### src/rtl/core/srhs_pkg.sv
// Package: shared constants for the sieve row hit solver.
`timescale 1ns / 1ps
package srhs_pkg;
    localparam int unsigned SegResetVal = 35;
    localparam int unsigned CfgBits     = 32;
    localparam int unsigned RowBits     = 32;
endpackage

### src/rtl/core/srhs_if.sv
// Interfaces: valid/ready channels for items, results and configuration.
`timescale 1ns / 1ps
interface srhs_in_if #(parameter int VALUE_BITS = 32);
    logic                  valid;
    logic                  ready;
    logic                  matrix_select;
    logic [VALUE_BITS-1:0] prime_value;
    logic [VALUE_BITS-1:0] column_index;
    modport source(output valid, matrix_select, prime_value, column_index, input ready);
    modport sink(input valid, matrix_select, prime_value, column_index, output ready);
endinterface

interface srhs_out_if;
    logic        valid;
    logic        ready;
    logic [31:0] row_index;
    logic        no_solution;
    modport source(output valid, row_index, no_solution, input ready);
    modport sink(input valid, row_index, no_solution, output ready);
endinterface

interface srhs_cfg_if;
    logic        valid;
    logic        ready;
    logic [31:0] data;
    modport source(output valid, data, input ready);
    modport sink(input valid, data, output ready);
endinterface

### src/rtl/core/srhs_divider.sv
// Bit-serial restoring divider: one quotient bit per cycle.
`timescale 1ns / 1ps
module srhs_divider #(
    parameter int W = 32
) (
    input  logic         i_clk,
    input  logic         i_rst_n,
    input  logic         i_start,
    input  logic [W-1:0] i_num,
    input  logic [W-1:0] i_den,
    output logic         o_done,
    output logic [W-1:0] o_quo,
    output logic [W-1:0] o_rem
);
    localparam int CW = $clog2(W + 1);
    logic [W-1:0] r_quo, r_rem, r_den;
    logic [CW-1:0] r_cnt;
    logic r_busy, r_done;
    logic [W:0] w_trial;
    logic [W:0] w_sub;

    assign w_trial = {r_rem, r_quo[W-1]};
    assign w_sub   = w_trial - {1'b0, r_den};

    always_ff @(posedge i_clk) begin
        if (!i_rst_n) begin
            r_busy <= 1'b0;
            r_done <= 1'b0;
            r_cnt  <= '0;
        end else begin
            r_done <= 1'b0;
            if (i_start) begin
                r_busy <= 1'b1;
                r_quo  <= i_num;
                r_rem  <= '0;
                r_den  <= i_den;
                r_cnt  <= CW'(W);
            end else if (r_busy) begin
                // shift in next numerator bit, try subtract
                if (!w_sub[W]) begin
                    r_rem <= w_sub[W-1:0];
                    r_quo <= {r_quo[W-2:0], 1'b1};
                end else begin
                    r_rem <= w_trial[W-1:0];
                    r_quo <= {r_quo[W-2:0], 1'b0};
                end
                r_cnt <= r_cnt - 1'b1;
                if (r_cnt == CW'(1)) begin
                    r_busy <= 1'b0;
                    r_done <= 1'b1;
                end
            end
        end
    end
    assign o_done = r_done;
    assign o_quo  = r_quo;
    assign o_rem  = r_rem;
endmodule

### src/rtl/core/srhs_mulmod.sv
// Bit-serial modular multiplier: one multiplier bit per cycle, add-and-double.
`timescale 1ns / 1ps
module srhs_mulmod #(
    parameter int W = 32
) (
    input  logic         i_clk,
    input  logic         i_rst_n,
    input  logic         i_start,
    input  logic [W-1:0] i_a,
    input  logic [W-1:0] i_b,
    input  logic [W-1:0] i_m,
    output logic         o_done,
    output logic [W-1:0] o_prod
);
    logic [W-1:0] r_a, r_b, r_m, r_acc;
    logic r_busy, r_done;
    logic [W:0] w_acc_sum, w_dbl;
    logic [W-1:0] n_acc, n_a;

    assign w_acc_sum = {1'b0, r_acc} + {1'b0, r_a};
    assign w_dbl     = {1'b0, r_a} + {1'b0, r_a};

    always_comb begin
        n_acc = r_acc;
        if (r_b[0]) begin
            n_acc = (w_acc_sum >= {1'b0, r_m}) ? W'(w_acc_sum - {1'b0, r_m})
                                               : w_acc_sum[W-1:0];
        end
        n_a = (w_dbl >= {1'b0, r_m}) ? W'(w_dbl - {1'b0, r_m}) : w_dbl[W-1:0];
    end

    always_ff @(posedge i_clk) begin
        if (!i_rst_n) begin
            r_busy <= 1'b0;
            r_done <= 1'b0;
        end else begin
            r_done <= 1'b0;
            if (i_start) begin
                r_busy <= 1'b1;
                r_a    <= i_a;
                r_b    <= i_b;
                r_m    <= i_m;
                r_acc  <= '0;
            end else if (r_busy) begin
                if (r_b == '0) begin
                    r_busy <= 1'b0;
                    r_done <= 1'b1;
                end else begin
                    r_acc <= n_acc;
                    r_a   <= n_a;
                    r_b   <= r_b >> 1;
                end
            end
        end
    end
    assign o_done = r_done;
    assign o_prod = r_acc;
endmodule

### src/rtl/core/sieve_row_hit_solver.sv
// Top level: sequencer for gcd, modular inverse and row product.
// Each division step of the extended Euclid loop (at most about 1.5*W steps) is
// followed by one mulmod per step, and a final mulmod forms the row.
// Throughput: one item at a time; an item's run time is set by the shared bit-serial
// divider and modular multiplier.
// Reset: synchronous active-low; segment width returns to 35, sequencer to idle.
`timescale 1ns / 1ps
module sieve_row_hit_solver #(
    parameter int VALUE_BITS = 32
) (
    input  logic i_clk,
    input  logic i_rst_n,
    srhs_in_if.sink    in_ch,
    srhs_out_if.source out_ch,
    srhs_cfg_if.sink   cfg_ch
);
    localparam int W = VALUE_BITS;
    localparam logic [3:0] S_IDLE = 4'd0, S_XP = 4'd1, S_XM = 4'd2, S_VM = 4'd3,
        S_EQ = 4'd4, S_ED = 4'd5, S_EM = 4'd6, S_EU = 4'd7, S_FM = 4'd8,
        S_OUT = 4'd9, S_XPW = 4'd10, S_XMW = 4'd11, S_VMW = 4'd12, S_FMW = 4'd13;

    logic [3:0] r_st;
    logic [31:0] r_seg;
    logic [W-1:0] r_p, r_x, r_vx, r_xp, r_xm, r_r0, r_r1, r_t0, r_t1, r_q;
    logic r_plus;
    logic [31:0] r_row;
    logic r_nosol;

    logic d_start, d_done, m_start, m_done;
    logic [W-1:0] d_num, d_den, d_quo, d_rem, m_a, m_b, m_prod;

    srhs_divider #(.W(W)) u_div (.i_clk, .i_rst_n, .i_start(d_start),
        .i_num(d_num), .i_den(d_den), .o_done(d_done), .o_quo(d_quo), .o_rem(d_rem));
    srhs_mulmod #(.W(W)) u_mul (.i_clk, .i_rst_n, .i_start(m_start),
        .i_a(m_a), .i_b(m_b), .i_m(r_p), .o_done(m_done), .o_prod(m_prod));

    assign cfg_ch.ready = (r_st == S_IDLE);
    assign in_ch.ready  = (r_st == S_IDLE);
    assign out_ch.valid = (r_st == S_OUT);
    assign out_ch.row_index   = r_row;
    assign out_ch.no_solution = r_nosol;

    logic [W-1:0] w_sub_t;  // (t0 - prod) mod p
    assign w_sub_t = (r_t0 >= m_prod) ? r_t0 - m_prod : r_p - (m_prod - r_t0);

    logic [W-1:0] w_xp_base;  // (p+1)/6 from p/6 and p%6
    assign w_xp_base = d_quo + ((d_rem == W'(5)) ? W'(1) : W'(0));

    always_comb begin
        d_start = 1'b0; d_num = r_p; d_den = W'(6);
        m_start = 1'b0; m_a = r_q; m_b = r_t1;
        case (r_st)
            S_XP: begin d_start = 1'b1; end
            S_XM: begin d_start = 1'b1; d_num = r_x; d_den = r_p; end
            S_VM: begin d_start = 1'b1; d_num = r_vx; d_den = r_p; end
            S_EQ: begin d_start = 1'b1; d_num = r_r0; d_den = r_r1; end
            S_EM: begin m_start = 1'b1; end
            S_FM: begin
                m_start = 1'b1;
                m_a = (r_xp >= r_xm) ? r_xp - r_xm : r_p - (r_xm - r_xp);
                m_b = r_t0;
            end
            default: ;
        endcase
    end

    always_ff @(posedge i_clk) begin
        if (!i_rst_n) begin
            r_st  <= S_IDLE;
            r_seg <= srhs_pkg::SegResetVal;
        end else begin
            case (r_st)
                S_IDLE: begin
                    if (cfg_ch.valid) r_seg <= cfg_ch.data;
                    if (in_ch.valid) begin
                        r_plus <= in_ch.matrix_select;
                        r_p    <= in_ch.prime_value;
                        r_x    <= in_ch.column_index;
                        r_vx   <= W'(r_seg);
                        r_st   <= S_XP;
                    end
                end
                S_XP: r_st <= S_XPW;
                S_XPW: if (d_done) begin
                    // xp = (p+1)/6, flipped when class differs from matrix
                    r_xp <= (((d_rem == W'(1)) != r_plus) ? r_p - w_xp_base : w_xp_base);
                    if (r_p == '0) begin
                        r_row <= '0; r_nosol <= 1'b1; r_st <= S_OUT;
                    end else r_st <= S_XM;
                end
                S_XM: r_st <= S_XMW;
                S_XMW: if (d_done) begin r_xm <= d_rem; r_st <= S_VM; end
                S_VM: r_st <= S_VMW;
                S_VMW: if (d_done) begin
                    // Euclid on (p, vx mod p); gcd(vx,p) == gcd(p, vx mod p)
                    r_r0 <= r_p; r_r1 <= d_rem; r_t0 <= '0; r_t1 <= W'(1);
                    r_st <= S_ED;
                end
                S_ED: begin
                    if (r_r1 == '0) begin
                        if (r_r0 != W'(1)) begin
                            r_row <= '0; r_nosol <= 1'b1; r_st <= S_OUT;
                        end else if (r_xm == r_xp || r_p == W'(1)) begin
                            r_row <= '0; r_nosol <= 1'b0; r_st <= S_OUT;
                        end else r_st <= S_FM;
                    end else r_st <= S_EQ;
                end
                S_EQ: r_st <= S_EU;
                S_EU: begin
                    // wait quotient, then q mod p (q <= p since r1 >= 1, r0 <= p)
                    if (d_done) begin
                        r_q  <= (d_quo >= r_p) ? d_quo - r_p : d_quo;
                        r_r0 <= r_r1; r_r1 <= d_rem;
                        r_st <= S_EM;
                    end else if (m_done) begin
                        r_t0 <= r_t1; r_t1 <= w_sub_t; r_st <= S_ED;
                    end
                end
                S_EM: r_st <= S_EU;
                S_FM: r_st <= S_FMW;
                S_FMW: if (m_done) begin
                    r_row <= 32'(m_prod); r_nosol <= 1'b0; r_st <= S_OUT;
                end
                S_OUT: if (out_ch.ready) r_st <= S_IDLE;
                default: r_st <= S_IDLE;
            endcase
        end
    end
endmodule

### src/flat_wrapper.sv
// flat-port wrapper written by rule: the top's interface ports become plain ports
module sieve_row_hit_solver_flat 
#(
    parameter int VALUE_BITS = 32
)
  (i_clk, i_rst_n, in_ch_valid, in_ch_matrix_select, in_ch_prime_value, in_ch_column_index, in_ch_ready, out_ch_valid, out_ch_row_index, out_ch_no_solution, out_ch_ready, cfg_ch_valid, cfg_ch_data, cfg_ch_ready);
  srhs_in_if #(.VALUE_BITS(VALUE_BITS)) in_ch_i ();
  srhs_out_if out_ch_i ();
  srhs_cfg_if cfg_ch_i ();
  input  logic i_clk;
  input  logic i_rst_n;
  input wire logic [$bits(in_ch_i.valid)-1:0] in_ch_valid;
  input wire logic [$bits(in_ch_i.matrix_select)-1:0] in_ch_matrix_select;
  input wire logic [$bits(in_ch_i.prime_value)-1:0] in_ch_prime_value;
  input wire logic [$bits(in_ch_i.column_index)-1:0] in_ch_column_index;
  output wire logic [$bits(in_ch_i.ready)-1:0] in_ch_ready;
  output wire logic [$bits(out_ch_i.valid)-1:0] out_ch_valid;
  output wire logic [$bits(out_ch_i.row_index)-1:0] out_ch_row_index;
  output wire logic [$bits(out_ch_i.no_solution)-1:0] out_ch_no_solution;
  input wire logic [$bits(out_ch_i.ready)-1:0] out_ch_ready;
  input wire logic [$bits(cfg_ch_i.valid)-1:0] cfg_ch_valid;
  input wire logic [$bits(cfg_ch_i.data)-1:0] cfg_ch_data;
  output wire logic [$bits(cfg_ch_i.ready)-1:0] cfg_ch_ready;
  assign in_ch_i.valid = in_ch_valid;
  assign in_ch_i.matrix_select = in_ch_matrix_select;
  assign in_ch_i.prime_value = in_ch_prime_value;
  assign in_ch_i.column_index = in_ch_column_index;
  assign in_ch_ready = in_ch_i.ready;
  assign out_ch_valid = out_ch_i.valid;
  assign out_ch_row_index = out_ch_i.row_index;
  assign out_ch_no_solution = out_ch_i.no_solution;
  assign out_ch_i.ready = out_ch_ready;
  assign cfg_ch_i.valid = cfg_ch_valid;
  assign cfg_ch_i.data = cfg_ch_data;
  assign cfg_ch_ready = cfg_ch_i.ready;
  sieve_row_hit_solver #(.VALUE_BITS(VALUE_BITS)) u_core (.i_clk(i_clk), .i_rst_n(i_rst_n), .in_ch(in_ch_i), .out_ch(out_ch_i), .cfg_ch(cfg_ch_i));
endmodule
### config.mk
export PLATFORM = sky130hd
export DESIGN_NAME = sieve_row_hit_solver_flat
export DESIGN_NICKNAME = d
export VERILOG_FILES = /design/src/rtl/core/srhs_pkg.sv /design/src/rtl/core/srhs_if.sv /design/src/rtl/core/srhs_divider.sv /design/src/rtl/core/srhs_mulmod.sv /design/src/rtl/core/sieve_row_hit_solver.sv /design/src/flat_wrapper.sv
export SDC_FILE = /design/constraint.sdc
export NUM_CORES = 2
export LEC_CHECK = 0
export BUFFER_PORTS_ARGS = -buffer_cell sky130_fd_sc_hd__buf_2
export CAP_MARGIN = 5
export CORE_ASPECT_RATIO = 1.25
export CORE_MARGIN = 1.5
export CORE_UTILIZATION = 55
export CTS_BUF_LIST = sky130_fd_sc_hd__clkbuf_4
export DETAILED_ROUTE_END_ITERATION = 10
export PLACE_DENSITY_LB_ADDON = 0.15
export RECOVER_POWER = 100
export SLEW_MARGIN = 5
export SYNTH_ARGS = -nofsm -noshare
export SYNTH_HDL_FRONTEND = slang
export SYNTH_SLANG_ARGS = --single-unit
### constraint.sdc
create_clock -name i_clk -period 9.56 [get_ports i_clk]
set_input_delay 2.39 -clock i_clk [delete_from_list [all_inputs] [get_ports i_clk]]
set_output_delay 2.39 -clock i_clk [all_outputs]
set_load 0.03 [all_outputs]
* Yosys cells after proc, flatten, opt, wreduce, memory -nomap -nowiden
Cells that the tools add are included.
Word-level totals: register bits 624, bits of input ports 102, output and inout port bits 36, word-level logic and storage cells 193
Cells by class: $add $sub $neg 15, order comparisons 5, equal/unequal tests 34, muxes and demuxes 75, bitwise gates (word level) 3, reduce and logical (&&, ||, !) cells 33
Operator list (number):
- 32-bit 2-to-1 mux | 35
- 32-bit subtractor | 10
- 32-bit one-hot mux with 2 select lines | 4
- 32-bit one-hot mux with 3 select lines | 2
- 32-bit >= comparator | 3
- 32-bit logical NOT | 3
- 32-bit by 32-bit adder with 33-bit output | 2
- 33-bit by 32-bit >= comparator with 1-bit output | 2
- 32-bit by 1-bit equality test with 1-bit output, second input constant | 2
- 4-bit one-hot mux with 13 select lines | 1
- 4-bit 2-to-1 mux | 11
- 33-bit by 32-bit subtractor with 33-bit output | 1
- 32-bit by 1-bit adder with 32-bit output | 1
- 32-bit by 3-bit equality test with 1-bit output, second input constant | 1
- 32-bit equality test | 1
- 32-bit by 1-bit != test with 1-bit output, second input constant | 1
- 4-bit equality test, second input constant | 6
- 1-bit 2-to-1 mux | 19
- 3-bit AND reduction | 6
- 4-bit by 3-bit equality test with 1-bit output, second input constant | 4
- 2-bit != test, second input constant | 8
- 7-bit AND reduction | 2
- 6-bit 2-to-1 mux | 2
- 2-bit OR reduction | 5
- 19 further kinds | 33

* Longest topological paths before layout
depth in word-level cells 6, gate-level depth with buffers 23, mapped depth without buffers 22

* Hierarchy
Synthesis repeated with hierarchy kept, for this count alone.
Unflattened totals: cell total of the unflattened synthesis 4687, area, all modules 44969.4 µm²
Modules (own cells, without submodules):
- sieve_row_hit_solver | instances 1, cells each 3043, area an instance 28438.5 µm², seq. area each 11350.9 µm²
- srhs_mulmod | instances 1, cells each 1077, area an instance 10427.5 µm², seq. area each 3883.7 µm²
- srhs_divider | instances 1, cells each 567, area an instance 6103.4 µm², seq. area each 3042.9 µm²

* Worst setup path before layout
Ideal clock, no wire load.
path kind input to register, start point input i_rst_n, end point register u_core.r_nosol (netlist: u_core.out_ch.no_solution), enable pin, library setup time 0.601 ns, arrival 7.942 ns, data required time 8.959 ns, slack 1.017 ns, cell stages on the path 3, path buffers 1, cells stage by stage clkbuf_1 o21ai_0 a2111oi_0
Between the ends: word-level cells in the longest chain between the ends 1
Ends and longest elaborated chain:
- start: declaration | RTL line flat_wrapper.sv:11 | input logic i_rst_n;
- 7-bit AND reduction (no line)
- end signal: assignment | RTL line sieve_row_hit_solver.sv:88 | r_row <= '0; r_nosol <= 1'b1; r_st <= S_OUT;
- end signal: assignment | RTL line sieve_row_hit_solver.sv:102 | r_row <= '0; r_nosol <= 1'b1; r_st <= S_OUT;
- end signal: assignment | RTL line sieve_row_hit_solver.sv:104 | r_row <= '0; r_nosol <= 1'b0; r_st <= S_OUT;
- end: declaration | RTL line sieve_row_hit_solver.sv:27 | logic r_nosol;
No other way between the ends. A chain may end at the register's enable or synchronous reset.

* Worst setup path after layout
start point input i_rst_n, end point register u_core.r_p[3], enable pin
Between the ends: word-level cells in the longest chain between the ends 1
Ends and longest elaborated chain:
- 3-bit AND reduction (no line)
- end signal: assignment | RTL line sieve_row_hit_solver.sv:77 | r_p <= in_ch.prime_value;
- end: declaration | RTL line sieve_row_hit_solver.sv:24 | logic [W-1:0] r_p, r_x, r_vx, r_xp, r_xm, r_r0, r_r1, r_t0, r_t1, r_q;
No other way between the ends.

==> impl_metrics.json <==
{
  "outcome": "complete, but fails checks",
  "violations": "max-capacitance violations, max-slew violations",
  "clock_latency_ns": 1.07,
  "synth_warnings": 0,
  "dp_hpwl_mm": 101,
  "grt_max_degree": 78,
  "dieArea_sq_mm": 0.0824,
  "worstSetupPathType": "input port to flip-flop",
  "syn_to_final_growth_pct": 8.15,
  "rsz0062_at_grt": "no",
  "cp_common_cell": "clkbuf_1",
  "hold_viol": 0,
  "synth-seq-area-share_pct": 41.2,
  "start_kind": "input port",
  "fin_crit_sh_pct": 80.1,
  "syn_area_sq_mm": 0.0444,
  "swShare_pct": 45.0,
  "worstMarginPinSlew_ns": 4.01,
  "tritoncts": "built",
  "setup_viol": 0,
  "final_core_util_pct": 60.0,
  "clockBufferDepth": 3,
  "p_clk_share_pct": 14.7,
  "timing.final.ws_setup_ns": 1.90,
  "fillers": 7067,
  "finClkSkew_ns": 0.0811,
  "power_frac_comb_pct": 57.2,
  "p_sw_mw": 7.33,
  "irDropWorstVdd_uv": 438,
  "cts_made_buffers": 159,
  "path_clk_slew_ns": 0.06,
  "synth_area_leaders": "edfxtp_1, ha_1, a21oi_1, nand2_1, inv_1",
  "initial_core_util_pct": 55.5,
  "placement.io_buffers": 137,
  "cts_root_buffer": "clkbuf_4",
  "yosysMostFrequentCell": "edfxtp_1",
  "arrival_ns": 8.21,
  "nNetsFinal": 5334,
  "place.gp.congestion": 0.977,
  "synth_top_area_share_pct": 39.1,
  "cpPeakStageDelay_ns": 2.66,
  "cp.required_ns": 10.11,
  "grt_pass1_wl_mm": 196,
  "drt_wl_total_mm": 129,
  "max_freq_mhz": 131,
  "powerDensity_mw_per_mm2": 339,
  "ys_top_cells_by_count": "edfxtp_1, nand2_1, inv_1",
  "io_pins": 138,
  "num_vias": 36000,
  "cp_slowest_cell": "clkbuf_1",
  "via_per_inst": 5.98,
  "place_ws_ns": 3.10,
  "ys_ff_latch": 624,
  "grt_usage_pct": 31.1,
  "gr-total-overflow": 0,
  "hold_path_class": "flip-flop to flip-flop",
  "core_area_sq_mm": 0.0800,
  "synthArstFlopShare_pct": 0,
  "finalPower_mw": 16.3,
  "cp_cell_sequence": "buf_2, clkbuf_1, and3_1, clkbuf_1",
  "p_int_mw": 8.96,
  "synth_edf_count": 578,
  "period_minus_slack_ns": 7.66,
  "drtAntennaViolNets": 0,
  "synth_top_cell_by_area": "edfxtp_1",
  "drv_cap": 23,
  "drtIter0Drc": 2620,
  "hold_buffers": 0,
  "crit_path_end_kind": "flip-flop",
  "clock-sinks": 624,
  "slew_violations": 1049,
  "first_global_vias": 35700,
  "seqPwrFrac_pct": 28.1,
  "syn_nets": 5161,
  "synth_cells": 4666,
  "wl_per_cell_um": 21.4,
  "p_leak_nw": 19.8,
  "crit_fanout": 70,
  "drive_gt1_share_pct": 8.56,
  "syn_avg_cell_area_sq_um": 9.52,
  "setup_tns_ns": 0,
  "ys_types": 92,
  "synth_flop_cell": "edfxtp_1",
  "cts.repair.resized": 0,
  "antenna_found_initial": 1,
  "die_h_um": 321,
  "die_w_um": 257,
  "slew-limit-headroom_pct": -167,
  "rows": 116,
  "drtPass1Iterations": 9,
  "cts_setup_buffers": 0,
  "drc": 0,
  "holdWs_ns": 0.426,
  "h-tree-depth": 4
}
-- area by class of cell --
cell class / instances / area (sq um) / area share [%]
Multi-Input combinational cell: 3455 / 23900 / 49.7
Inverter: 421 / 1580 / 3.29
Tap cell: 1062 / 1330 / 2.77
Sequential cell: 624 / 18300 / 38.1
Antenna cell: 3 / 7.51 / 0.0156
Clock buffer: 226 / 1700 / 3.53
Timing Repair Buffer: 178 / 857 / 1.78
Clock inverter: 59 / 405 / 0.844
-- registers in the layout (all words and copies together), names as in the netlist, 4 cells and up --
| register | count |
|---|---|
| u_core.u_mul.r_b | 32 |
| u_core.r_t0 | 32 |
| u_core.r_seg | 32 |
| u_core.r_p | 32 |
| u_core.u_mul.r_a | 32 |
| u_core.r_xm | 32 |
| u_core.r_q | 32 |
| u_core.r_r0 | 32 |
| u_core.r_t1 | 32 |
| u_core.out_ch.row_index | 32 |
| u_core.r_st | 4 |
| u_core.r_r1 | 32 |
| u_core.r_xp | 32 |
| u_core.r_vx | 32 |
| u_core.u_div.r_den | 32 |
| u_core.u_div.o_quo | 32 |
| u_core.u_mul.o_prod | 32 |
| u_core.u_div.o_rem | 32 |
| u_core.u_div.r_cnt | 6 |
| u_core.r_x | 32 |
| u_core.u_mul.r_m | 32 |
-- path summary, 6_finish.rpt --
kind	startpoint	to	slack, ns	cells after the start
worst max register to register	u_core.u_mul.o_prod[0]$_SDFFCE_PN0P_	u_core.u_mul.o_prod[25]$_SDFFCE_PN0P_	2.26	23
worst max-delay path	i_rst_n	u_core.r_p[3]$_DFFE_PP_	1.90	4
worst min register to register	u_core.r_seg[20]$_SDFFE_PN0P_	u_core.r_vx[20]$_DFFE_PP_	0.43	0
worst min-delay path	u_core.r_seg[20]$_SDFFE_PN0P_	u_core.r_vx[20]$_DFFE_PP_	0.43	0
-- kinds of logic (layout without fill, tap and decap cells) --
family,count (synthesis),in the layout,share of synthesized area (%)
buffers and inverters,587,884,5.12
AO/OA/AOI/OAI,1339,1339,20.0
multiplexers,74,74,1.70
AND/OR/NAND/NOR,1366,1366,14.2
XOR/XNOR,283,283,5.58
other,0,3,0
flip-flops,624,624,41.2
adder cells (fa/ha/maj),393,393,12.3
-- layout by cell type (no fill, tap or decap), types with 61 or more instances in the layout --
cell type / count
edfxtp_1: 578
nand2_1: 455
inv_1: 421
nor2_1: 392
a21oi_1: 363
ha_1: 323
clkbuf_4: 226
o21ai_0: 224
a21o_1: 172
xnor2_1: 168
xor2_1: 114
buf_2: 100
a31oi_1: 94
nand3_1: 81
nor3_1: 70
mux2i_1: 70
fa_1: 70
clkbuf_1: 61
-- layer usage --
metal / up-vias / wire length (um) / global-route usage (%)
li1: 17400 / - / -
met1: 17100 / 50600 / 36.3
met2: 1178 / 63700 / 54.8
met3: 302 / 6960 / 3.89
met4: 0 / 7490 / 18.3
met5: - / 0 / 0
-- worst max-delay path, delay by kind of cell --
| family | cells | cell delay [ns] |
|---|---|---|
| AND/OR/NAND/NOR | 1 | 1.26 |
| buffers and inverters | 3 | 4.44 |
-- power groups by stage --
| stage | clock network (mW) | logic [mW] | registers (mW) |
|---|---|---|---|
| final | 2.40 | 9.31 | 4.58 |
| after global routing | 2.59 | 10.3 | 4.64 |
| after CTS | 2.45 | 9.29 | 4.54 |
| after detailed placement | 0 | 9.24 | 4.59 |
| after global placement | 0 | 9.11 | 4.57 |
| after floorplan | 0 | 7.28 | 4.39 |
-- through the flow --
step	std cells	cell area, sq um
after global routing	6026	48000
after CTS	6025	48300
final	6028	48000
after detailed placement	5740	46200
after global placement	5740	46200
after floorplan	4666	44400
(Power assumes the default switching activity.)
